--- src/rtl/stkc_pkg.sv ---
// shared types and constants of the stack calculator
package stkc_pkg;

  localparam int DEPTH = 16;
  localparam int WIDTH = 32;
  localparam int AW    = $clog2(DEPTH);
  localparam int CW    = $clog2(DEPTH + 1);
  localparam int CNTW  = $clog2(WIDTH + 1);
  localparam int KW    = 4;
  localparam int SW    = 2;

  typedef enum logic [KW-1:0] {
    K_PUSH  = 4'd0,
    K_POP   = 4'd1,
    K_DROP  = 4'd2,
    K_SWAP  = 4'd3,
    K_ADD   = 4'd4,
    K_SUB   = 4'd5,
    K_MUL   = 4'd6,
    K_DIV   = 4'd7,
    K_MOD   = 4'd8,
    K_POW   = 4'd9,
    K_CLEAR = 4'd10
  } kind_t;

  typedef enum logic [SW-1:0] {
    ST_OK    = 2'd0,
    ST_UNDER = 2'd1,
    ST_FULL  = 2'd2,
    ST_DIVZ  = 2'd3
  } status_t;

  typedef enum logic [2:0] {
    CS_IDLE,
    CS_POP,
    CS_RDA,
    CS_RDB,
    CS_SWAP,
    CS_ALU
  } ctl_state_t;

  typedef enum logic [1:0] {
    AS_IDLE,
    AS_POW,
    AS_DIV,
    AS_DONE
  } alu_state_t;

  typedef enum logic [1:0] {
    AOP_MUL,
    AOP_DIV,
    AOP_MOD,
    AOP_POW
  } alu_op_t;

  typedef struct packed {
    logic    start;
    alu_op_t op;
  } alu_req_t;

endpackage

--- src/rtl/stkc_ram.sv ---
// stack memory: one write port, one registered read port
module stkc_ram #(
  parameter int AW = 4,
  parameter int DW = 32
) (
  input  logic          clk,
  input  logic          we,
  input  logic [AW-1:0] waddr,
  input  logic [DW-1:0] wdata,
  input  logic          re,
  input  logic [AW-1:0] raddr,
  output logic [DW-1:0] rdata
);

  logic [DW-1:0] mem [2**AW];
  logic [DW-1:0] rdata_r;

  always_ff @(posedge clk) begin
    if (we) begin
      mem[waddr] <= wdata;
    end
    if (re) begin
      rdata_r <= mem[raddr];
    end
  end

  assign rdata = rdata_r;

endmodule

--- src/rtl/stkc_alu.sv ---
// iterative unit for multiply, power (square and multiply) and signed divide / modulo
module stkc_alu (
  input  logic                        clk,
  input  logic                        rst_n,
  input  stkc_pkg::alu_req_t          req,
  input  logic [stkc_pkg::WIDTH-1:0]  opa,
  input  logic [stkc_pkg::WIDTH-1:0]  opb,
  output logic                        done,
  output logic [stkc_pkg::WIDTH-1:0]  result
);
  import stkc_pkg::*;

  alu_state_t       state_r, state_nxt;
  alu_op_t          op_r, op_nxt;
  logic [WIDTH-1:0] acc_r, acc_nxt;
  logic [WIDTH-1:0] base_r, base_nxt;
  logic [WIDTH-1:0] ex_r, ex_nxt;
  logic [WIDTH-1:0] rem_r, rem_nxt;
  logic [CNTW-1:0]  cnt_r, cnt_nxt;
  logic             negq_r, negq_nxt;
  logic             negr_r, negr_nxt;
  logic [WIDTH-1:0] res_r, res_nxt;

  logic [2*WIDTH-1:0] prod_ab;
  logic [2*WIDTH-1:0] prod_bb;
  logic [WIDTH:0]     trial;
  logic [WIDTH:0]     diff;
  logic [WIDTH-1:0]   mag_a;
  logic [WIDTH-1:0]   mag_b;

  assign prod_ab = acc_r * base_r;
  assign prod_bb = base_r * base_r;
  assign trial   = {rem_r, acc_r[WIDTH-1]};
  assign diff    = trial - {1'b0, base_r};
  assign mag_a   = opa[WIDTH-1] ? (~opa + WIDTH'(1)) : opa;
  assign mag_b   = opb[WIDTH-1] ? (~opb + WIDTH'(1)) : opb;

  always_ff @(posedge clk) begin
    if (!rst_n) begin
      state_r <= AS_IDLE;
    end else begin
      state_r <= state_nxt;
    end
  end

  always_ff @(posedge clk) begin
    op_r   <= op_nxt;
    acc_r  <= acc_nxt;
    base_r <= base_nxt;
    ex_r   <= ex_nxt;
    rem_r  <= rem_nxt;
    cnt_r  <= cnt_nxt;
    negq_r <= negq_nxt;
    negr_r <= negr_nxt;
    res_r  <= res_nxt;
  end

  always_comb begin
    state_nxt = state_r;
    op_nxt    = op_r;
    acc_nxt   = acc_r;
    base_nxt  = base_r;
    ex_nxt    = ex_r;
    rem_nxt   = rem_r;
    cnt_nxt   = cnt_r;
    negq_nxt  = negq_r;
    negr_nxt  = negr_r;
    res_nxt   = res_r;
    done      = 1'b0;
    unique case (state_r)
      AS_IDLE: begin
        if (req.start) begin
          op_nxt = req.op;
          unique case (req.op)
            AOP_MUL: begin
              acc_nxt   = opa;
              base_nxt  = opb;
              ex_nxt    = WIDTH'(1);
              state_nxt = AS_POW;
            end
            AOP_POW: begin
              acc_nxt   = WIDTH'(1);
              base_nxt  = opb;
              ex_nxt    = opa[WIDTH-1] ? '0 : opa;
              state_nxt = AS_POW;
            end
            AOP_DIV, AOP_MOD: begin
              acc_nxt   = mag_a;
              base_nxt  = mag_b;
              rem_nxt   = '0;
              cnt_nxt   = CNTW'(WIDTH);
              negq_nxt  = opa[WIDTH-1] ^ opb[WIDTH-1];
              negr_nxt  = opa[WIDTH-1];
              state_nxt = AS_DIV;
            end
          endcase
        end
      end
      AS_POW: begin
        if (ex_r == '0) begin
          res_nxt   = acc_r;
          state_nxt = AS_DONE;
        end else begin
          if (ex_r[0]) begin
            acc_nxt = prod_ab[WIDTH-1:0];
          end
          base_nxt = prod_bb[WIDTH-1:0];
          ex_nxt   = ex_r >> 1;
        end
      end
      AS_DIV: begin
        if (cnt_r == '0) begin
          if (op_r == AOP_DIV) begin
            res_nxt = negq_r ? (~acc_r + WIDTH'(1)) : acc_r;
          end else begin
            res_nxt = negr_r ? (~rem_r + WIDTH'(1)) : rem_r;
          end
          state_nxt = AS_DONE;
        end else begin
          if (!diff[WIDTH]) begin
            rem_nxt = diff[WIDTH-1:0];
            acc_nxt = {acc_r[WIDTH-2:0], 1'b1};
          end else begin
            rem_nxt = trial[WIDTH-1:0];
            acc_nxt = {acc_r[WIDTH-2:0], 1'b0};
          end
          cnt_nxt = cnt_r - CNTW'(1);
        end
      end
      AS_DONE: begin
        done      = 1'b1;
        state_nxt = AS_IDLE;
      end
    endcase
  end

  assign result = res_r;

endmodule

--- src/rtl/stack_calculator_core.sv ---
// stack calculator top level: command sequencer around the stack memory and arithmetic unit
//
// usage: drive in_kind and in_value and raise start; a command word is taken at
// a rising edge where start is high and busy is low. every command word gives
// exactly one result word on out_result, out_status and out_depth, shown for
// one cycle with out_valid high, starting the cycle after the command ends.
// push, drop, clear and unused kinds leave busy low, so they may follow each
// other on every cycle. add and sub make two memory reads at one per cycle
// through the single read port, with the write-back when the second read's
// data arrives; swap makes two reads, then two writes. div and mod use the
// divider, which resolves one quotient bit per cycle; pow takes one
// square-and-multiply step per exponent bit up to the highest set bit.
// errors (underflow, full, divide by zero) leave the stack unchanged and give
// a zero result word. reset empties the stack at once: no clearing pass.
// the receiver cannot stall: a result word is gone after its one cycle.
module stack_calculator_core (
  input  logic                               clk,
  input  logic                               rst_n,
  input  logic                               start,
  output logic                               busy,
  input  logic [stkc_pkg::KW-1:0]            in_kind,
  input  logic signed [stkc_pkg::WIDTH-1:0]  in_value,
  output logic                               out_valid,
  output logic signed [stkc_pkg::WIDTH-1:0]  out_result,
  output logic [stkc_pkg::SW-1:0]            out_status,
  output logic [stkc_pkg::CW-1:0]            out_depth
);
  import stkc_pkg::*;

  ctl_state_t       state_r, state_nxt;
  logic [CW-1:0]    count_r, count_nxt;
  logic [KW-1:0]    kind_r, kind_nxt;
  logic [WIDTH-1:0] a_r, a_nxt;
  logic             ov_r, ov_nxt;
  logic [WIDTH-1:0] res_r, res_nxt;
  status_t          stat_r, stat_nxt;
  logic [CW-1:0]    depth_r;

  logic             we;
  logic [AW-1:0]    waddr;
  logic [WIDTH-1:0] wdata;
  logic             re;
  logic [AW-1:0]    raddr;
  logic [WIDTH-1:0] rd_data;
  logic [CW-1:0]    cm1;
  logic [CW-1:0]    cm2;
  logic [WIDTH-1:0] sum;
  logic [WIDTH-1:0] dif;

  alu_req_t         alu_req;
  logic             alu_done;
  logic [WIDTH-1:0] alu_res;

  assign cm1 = count_r - CW'(1);
  assign cm2 = count_r - CW'(2);
  assign sum = a_r + rd_data;
  assign dif = a_r - rd_data;

  stkc_ram #(
    .AW (AW),
    .DW (WIDTH)
  ) u_ram (
    .clk   (clk),
    .we    (we),
    .waddr (waddr),
    .wdata (wdata),
    .re    (re),
    .raddr (raddr),
    .rdata (rd_data)
  );

  stkc_alu u_alu (
    .clk    (clk),
    .rst_n  (rst_n),
    .req    (alu_req),
    .opa    (a_r),
    .opb    (rd_data),
    .done   (alu_done),
    .result (alu_res)
  );

  always_ff @(posedge clk) begin
    if (!rst_n) begin
      state_r <= CS_IDLE;
      count_r <= '0;
      ov_r    <= 1'b0;
    end else begin
      state_r <= state_nxt;
      count_r <= count_nxt;
      ov_r    <= ov_nxt;
    end
  end

  always_ff @(posedge clk) begin
    kind_r  <= kind_nxt;
    a_r     <= a_nxt;
    res_r   <= res_nxt;
    stat_r  <= stat_nxt;
    depth_r <= count_nxt;
  end

  // accesses are sequenced so a read never meets a write to the same entry
  always_comb begin
    state_nxt     = state_r;
    count_nxt     = count_r;
    kind_nxt      = kind_r;
    a_nxt         = a_r;
    ov_nxt        = 1'b0;
    res_nxt       = '0;
    stat_nxt      = ST_OK;
    we            = 1'b0;
    waddr         = cm2[AW-1:0];
    wdata         = rd_data;
    re            = 1'b0;
    raddr         = cm1[AW-1:0];
    alu_req.start = 1'b0;
    alu_req.op    = AOP_MUL;
    unique case (state_r)
      CS_IDLE: begin
        if (start) begin
          kind_nxt = in_kind;
          unique case (in_kind)
            K_PUSH: begin
              ov_nxt = 1'b1;
              if (count_r == CW'(DEPTH)) begin
                stat_nxt = ST_FULL;
              end else begin
                we        = 1'b1;
                waddr     = count_r[AW-1:0];
                wdata     = in_value;
                count_nxt = count_r + CW'(1);
              end
            end
            K_POP: begin
              if (count_r == '0) begin
                ov_nxt   = 1'b1;
                stat_nxt = ST_UNDER;
              end else begin
                re        = 1'b1;
                count_nxt = cm1;
                state_nxt = CS_POP;
              end
            end
            K_DROP: begin
              ov_nxt = 1'b1;
              if (count_r == '0) begin
                stat_nxt = ST_UNDER;
              end else begin
                count_nxt = cm1;
              end
            end
            K_SWAP, K_ADD, K_SUB, K_MUL, K_DIV, K_MOD, K_POW: begin
              if (count_r < CW'(2)) begin
                ov_nxt   = 1'b1;
                stat_nxt = ST_UNDER;
              end else begin
                re        = 1'b1;
                state_nxt = CS_RDA;
              end
            end
            K_CLEAR: begin
              ov_nxt    = 1'b1;
              count_nxt = '0;
            end
            default: begin
              ov_nxt = 1'b1;
            end
          endcase
        end
      end
      CS_POP: begin
        ov_nxt    = 1'b1;
        res_nxt   = rd_data;
        state_nxt = CS_IDLE;
      end
      CS_RDA: begin
        a_nxt     = rd_data;
        re        = 1'b1;
        raddr     = cm2[AW-1:0];
        state_nxt = CS_RDB;
      end
      CS_RDB: begin
        state_nxt = CS_IDLE;
        unique case (kind_r)
          K_SWAP: begin
            we        = 1'b1;
            waddr     = cm1[AW-1:0];
            wdata     = rd_data;
            state_nxt = CS_SWAP;
          end
          K_ADD, K_SUB: begin
            we        = 1'b1;
            wdata     = (kind_r == K_ADD) ? sum : dif;
            count_nxt = cm1;
            ov_nxt    = 1'b1;
            res_nxt   = wdata;
          end
          K_DIV, K_MOD: begin
            if (rd_data == '0) begin
              ov_nxt   = 1'b1;
              stat_nxt = ST_DIVZ;
            end else begin
              alu_req.start = 1'b1;
              alu_req.op    = (kind_r == K_DIV) ? AOP_DIV : AOP_MOD;
              state_nxt     = CS_ALU;
            end
          end
          K_MUL, K_POW: begin
            alu_req.start = 1'b1;
            alu_req.op    = (kind_r == K_MUL) ? AOP_MUL : AOP_POW;
            state_nxt     = CS_ALU;
          end
          default: begin
            ov_nxt = 1'b1;
          end
        endcase
      end
      CS_SWAP: begin
        we        = 1'b1;
        wdata     = a_r;
        ov_nxt    = 1'b1;
        state_nxt = CS_IDLE;
      end
      CS_ALU: begin
        if (alu_done) begin
          we        = 1'b1;
          wdata     = alu_res;
          count_nxt = cm1;
          ov_nxt    = 1'b1;
          res_nxt   = alu_res;
          state_nxt = CS_IDLE;
        end
      end
    endcase
  end

  assign busy       = (state_r != CS_IDLE);
  assign out_valid  = ov_r;
  assign out_result = res_r;
  assign out_status = stat_r;
  assign out_depth  = depth_r;

endmodule

--- config.mk ---
export PLATFORM = sky130hd
export DESIGN_NAME = stack_calculator_core
export DESIGN_NICKNAME = d
export VERILOG_FILES = /design/src/rtl/stkc_pkg.sv /design/src/rtl/stkc_ram.sv /design/src/rtl/stkc_alu.sv /design/src/rtl/stack_calculator_core.sv
export SDC_FILE = /design/constraint.sdc
export NUM_CORES = 2
export LEC_CHECK = 0
export ABC_AREA = 1
export BUFFER_PORTS_ARGS = -buffer_cell sky130_fd_sc_hd__buf_2
export CELL_PAD_IN_SITES_DETAIL_PLACEMENT = 0
export CELL_PAD_IN_SITES_GLOBAL_PLACEMENT = 1
export CORE_MARGIN = 2
export CORE_UTILIZATION = 46
export DETAILED_ROUTE_END_ITERATION = 6
export GPL_TIMING_DRIVEN = 0
export PLACE_DENSITY_LB_ADDON = 0.1
export SLEW_MARGIN = 20
export SYNTH_ARGS = -nofsm -noshare
export SYNTH_HDL_FRONTEND = slang
export SYNTH_SLANG_ARGS = --single-unit
--- constraint.sdc ---
create_clock -name clk -period 7.5 [get_ports clk]
set_input_delay 0.75 -clock clk [delete_from_list [all_inputs] [get_ports clk]]
set_output_delay 0.75 -clock clk [all_outputs]
set_load 0.01 [all_outputs]
## Word level (Yosys, flattened, before mapping)

Memory sizes are Yosys's and may differ from the RTL's. A register that Yosys moved wholly into a read port is not among the register bits.
Cells that the tools add are included.

- $add $sub $neg: 11
- $mul: 2
- Order comparisons: 1
- Equality and inequality tests: 43
- Multiplexer cells: 103
- Bitwise gates (word level): 5
- Reduce and logical (&&, ||, !) cells: 33

Operators by type and width:

| kind | number |
|---|---|
| $mux W32 | 27 |
| $pmux W32 S2 | 6 |
| $pmux W32 S3 | 3 |
| $add A32 B1 Y32 const B | 4 |
| $not A32 Y32 | 4 |
| $pmux W32 S4 | 1 |
| $logic_not A32 Y1 | 2 |
| $mul A32 B32 Y32 | 2 |
| $sub A33 B32 Y33 | 1 |
| $add A32 B32 Y32 | 1 |
| $eq A4 B3 Y1 const B | 8 |
| $sub A32 B32 Y32 | 1 |
| $mux W31 | 1 |
| $pmux W5 S3 | 2 |
| $mux W5 | 5 |
| $mux W3 | 7 |
| $eq A4 B4 Y1 const B | 5 |
| $mux W4 | 5 |
| $mux W1 | 18 |
| $mux W2 | 9 |
| $mux W6 | 3 |
| $pmux W3 S5 | 1 |
| $reduce_or A2 Y1 | 7 |
| $eq A4 B2 Y1 const B | 3 |
| other kinds (39) | 72 |

- Bits in registers: 256
- Memory bits (writable): 512
- Bits of input ports: 39
- Output and inout bits: 41
- Memories: 1

Memories:

| name | words | bits a word | read ports | clocked after memory_dff | wr ports | RTL line | RTL |
|---|---|---|---|---|---|---|---|
| u_ram.mem | 16 | 32 | 1 | 1 | 1 | stkc_ram.sv:15 | `logic [DW-1:0] mem [2**AW];` |

## Logic depth before layout (Yosys ltp)

- Word-level depth: 10
- Mapped depth: 36
- Depth with buffers taken out: 34

## Hierarchy

Synthesis repeated with hierarchy kept, for this count alone.

- Cells, all modules: 9172
- Area, all modules: 75063.2 um2

By module, submodules not included:

| module | instances | cells each | area each (um2) | seq. area each (um2) |
|---|---|---|---|---|
| stkc_alu | 1 | 5717 | 43920.9 | 5114.9 |
| stkc_ram | 1 | 2120 | 23050.9 | 16335.7 |
| stack_calculator_core | 1 | 1335 | 8091.5 | 2042.0 |

## Worst setup path before layout

No wires, ideal clock.

- Path kind: reg-to-reg
- Start: reg u_alu.base_r[11]
- End: reg u_alu.base_r[28] (data pin)
- Library setup time: 0.256 ns
- Arrival: 6.807 ns
- Data required time: 7.244 ns
- Setup slack: 0.437 ns
- Cell stages (with the launch flop): 32
- Buffers on the path: 3
- Path through: edfxtp_1 > clkbuf_1 > clkbuf_1 > clkbuf_1 > nand2_1 > fa_1 > inv_1 > fa_1 > fa_1 > inv_1 > fa_1 > inv_1 > fa_1 > inv_1 > fa_1 > inv_1 > fa_1 > fa_1 > ha_1 > nand2_1 > nor2_1 > inv_1 > nor2_1 > nand3_1 > o211ai_1 > nand3_1 > nand2_1 > nand3_1 > nand2_1 > nand2_1 > nand2_1 > o21ai_1

- Word-level cells in the longest chain between the ends: 3

RTL lines:

| what | RTL line | RTL |
|---|---|---|
| start: declaration | stkc_alu.sv:16 | `logic [WIDTH-1:0] base_r, base_nxt;` |
| start signal: assignment | stkc_alu.sv:49 | `base_r <= base_nxt;` |
| $mul A32 B32 Y32 | stkc_alu.sv:32 | `assign prod_bb = base_r * base_r;` |
| $mux W32 | stkc_alu.sv:100 | `if (ex_r == '0) begin` |
| $pmux W32 S2 | stkc_alu.sv:70 | `unique case (state_r)` |
| via u_alu.base_nxt[28] | stkc_alu.sv:16 |  |

The timed path passes the listed nets, and every way through them passes these cells. The select of a mux whose other input is x is not followed.
A chain may end at the register's enable or synchronous reset.

## Final worst setup path

- Start: reg u_alu.base_r[9]
- End: reg u_alu.base_r[26] (data pin)

The elaborated chain is that of the path after synthesis.

==> metrics.txt <==
status finished with violations; failing checks DRC, setup timing; initial antenna violation count 14; Root Buffer clkbuf_16; Initial Utilization 0.461; CTS clk-pin slew, worst paths 60 ps; Ys Warns 0; synthesis-to-layout area growth 15.7%; met2 Use GR 0.619; vias in the first global route 59200; Synth area leaders edfxtp_1 (32%), fa_1 (22%), inv_1 (9.0%); # IOs 80; global-route wire length before repair 432 mm; Primary FF master, synth edfxtp_1; Max stage delay on crit path 550 ps; Worst Hold Class input pin to register; CTS tree done; synth unique cells 62; Slew Limit Headroom 0.208; Yosys top cell by area edfxtp_1; WL/cell 28.9 µm; Post-Syn Nets 9250; pin count of the biggest net entering global routing 32; final setup margin -13.8 ps; RePlAce Congestion 1.01; Worst EP required 7900 ps; DR vias 60300; Sink Count 799; Non-Filler Instances 10600; register area share after synthesis 0.332; Core Area 0.154 mm²; Pre-antenna DRT Iters 7; Die W 396 µm; dpl cell area 0.0754 mm²; register-to-register setup slack -10 ps; dpl hpwl 240 mm; I/O Buffers 79; Seq cells post-synth 799; final wirelength 306 mm; Largest delay share family, worst path adder cells; EDFF count, synth 749; worst slew pin tran 1180 ps; final design instance area without fill 0.0819 mm²; CP max stage cell fa_1; Final nets 9642; Placed Cells 10300; Fin. Hold Viols 0; CTS Buf Count 85; Commonest cells post-synth inv_1 (1689), nand2_1 (1598), fa_1 (778); cell with the most instances after synthesis inv_1; Setup Viol. Count Final 1; crit-path max FO 10; fin crit share 1.00; CP most frequent cell fa_1; top cell type's share of synthesized area 0.318; 1st-iter DRT viols 6611; via/cell ratio 5.68; layout cell share with drive strength beyond 1 0.110; fin. max-slew vios 0; Tmin final 7510 ps; grt met3 use 0.0565; GR Overflow Total 0; RSZ-0062 raised after global routing true; total track usage 0.389; startpoint types register; synthesized area 0.0708 mm²; Final ANT Viol Nets 0; Post-Syn Area per Cell 8.74 µm²; Synth Instances 8103; Max-cap violations 0; htree depth 3; FFs w/ async S/R, synth 0; full die area 0.157 mm²; Crit path buffers/inverters 7; GRT Max-Usage Layer met2; clock skew 92.8 ps; Max Freq 0.133 GHz; WP data arrival 7920 ps; Skew-Pair Late Insertion Delay 760 ps; WS Path Type register to register; clk buf depth 3; Die H 396 µm; Setup crit end kind register; drt drc 9; met1 usage 0.504; row cnt 144
==> stage by stage <==
stage / setup slack [ps] / util / TNS (ps) / hold slack (ps)
after global routing: -153 / 0.534 / -803 / 326
after detailed placement: -2590 / 0.491 / -69140 / 437
final: -13.8 / 0.534 / -13.8 / 322
after floorplan: 437 / - / 0 / 424
after global placement: -2600 / 0.481 / -99080 / 430
after CTS: -72.7 / 0.523 / -163 / 286
==> final timing paths <==
path | to | start | depth (start not counted)
max | u_alu.base_r[26] | u_alu.base_r[9] | 27
min | kind_r[3] | in_kind[3] | 1
max reg2reg | u_alu.base_r[26] | u_alu.base_r[9] | 27
min reg2reg | a_r[10] | u_ram.rdata[10] | 0
==> layer usage <==
layer	up-vias	wire length [µm]
met5	-	75
met4	10	23200
met3	721	24800
met2	3018	140000
met1	30000	119000
li1	26600	-
==> cell usage in the layout, fill, tap and decap left out, types with 66 or more instances in the layout <==
master,Yosys,final
nand2_1,1598,1557
inv_1,1689,1662
o21ai_0,549,517
a21oi_1,295,270
nor2_1,699,673
clkbuf_1,271,180
ha_1,330,304
edfxtp_1,749,749
fa_1,778,742
nand3_1,169,160
o211ai_1,191,191
buf_4,1,182
clkbuf_16,0,99
o32ai_1,66,66
buf_2,45,119
xor2_1,94,93
==> worst reg2reg max path, cell delays in order (launching register included) <==
cell        delay, ps
edfxtp_1          530
buf_4             190
clkbuf_16         130
buf_8             170
clkinvlp_4        140
ha_1              200
or2_2             320
fa_2              450
fa_1              520
inv_1              50
fa_1              490
inv_1              50
fa_1              490
fa_1              440
fa_1              510
fa_1              550
ha_4              350
nand2_4            80
nor2_4             90
inv_2              50
nor2_4            100
nand3_1            90
o211ai_1          500
nand3_1           180
nand2_2           160
a21oi_2            90
o21ai_4           150
nand2_1           100
==> final cells by class <==
| type | count | area (µm²) |
|---|---|---|
| Fill cell | 14400 | 71600 |
| Multi-Input combinational cell | 5222 | 40800 |
| Sequential cell | 799 | 23500 |
| Inverter | 1699 | 6400 |
| Timing Repair Buffer | 335 | 3370 |
| Buffer | 353 | 2630 |
| Tap cell | 2044 | 2560 |
| Clock buffer | 106 | 2220 |
| Clock inverter | 50 | 492 |
| Antenna cell | 2 | 5.00 |
==> flip-flops by register name, indices dropped and copies added, names as in the netlist, 2 cells and up <==
register and cells:
u_alu.result 32, u_alu.base_r 32, u_alu.state_r 2, out_result 32, count_r 5, u_alu.op_r 2
kind_r 4, u_ram.mem 512, a_r 32, u_alu.ex_r 31, u_alu.acc_r 32, u_alu.rem_r 32
u_alu.cnt_r 6, out_depth 5, state_r 3, u_ram.rdata 32, out_status 2
==> repair_timing <==
item | CTS | global route
gates resized for setup | 524 | 285
endpoints found under the setup margin | 44 | 34
cloned | 0 | 4
setup buffers | 88 | 87
pin swaps | 14 | 134
hold buffers | 0 | 0
==> kinds of logic (layout without fill, tap and decap cells) <==
logic type	after synthesis	after routing	share of synthesized area
and+or+nand+nor	2644	2644	0.150
DFF	799	799	0.332
AOI/OAI and AO/OA	1324	1324	0.111
other	0	2	0
buffers and inverters	2082	2543	0.111
adders and majority gates	1108	1108	0.278
xor gates and xnor gates	146	146	0.0182
Power is not shown: default switching activity piles up to over one toggle a cycle in this logic, so the estimate is an artifact.
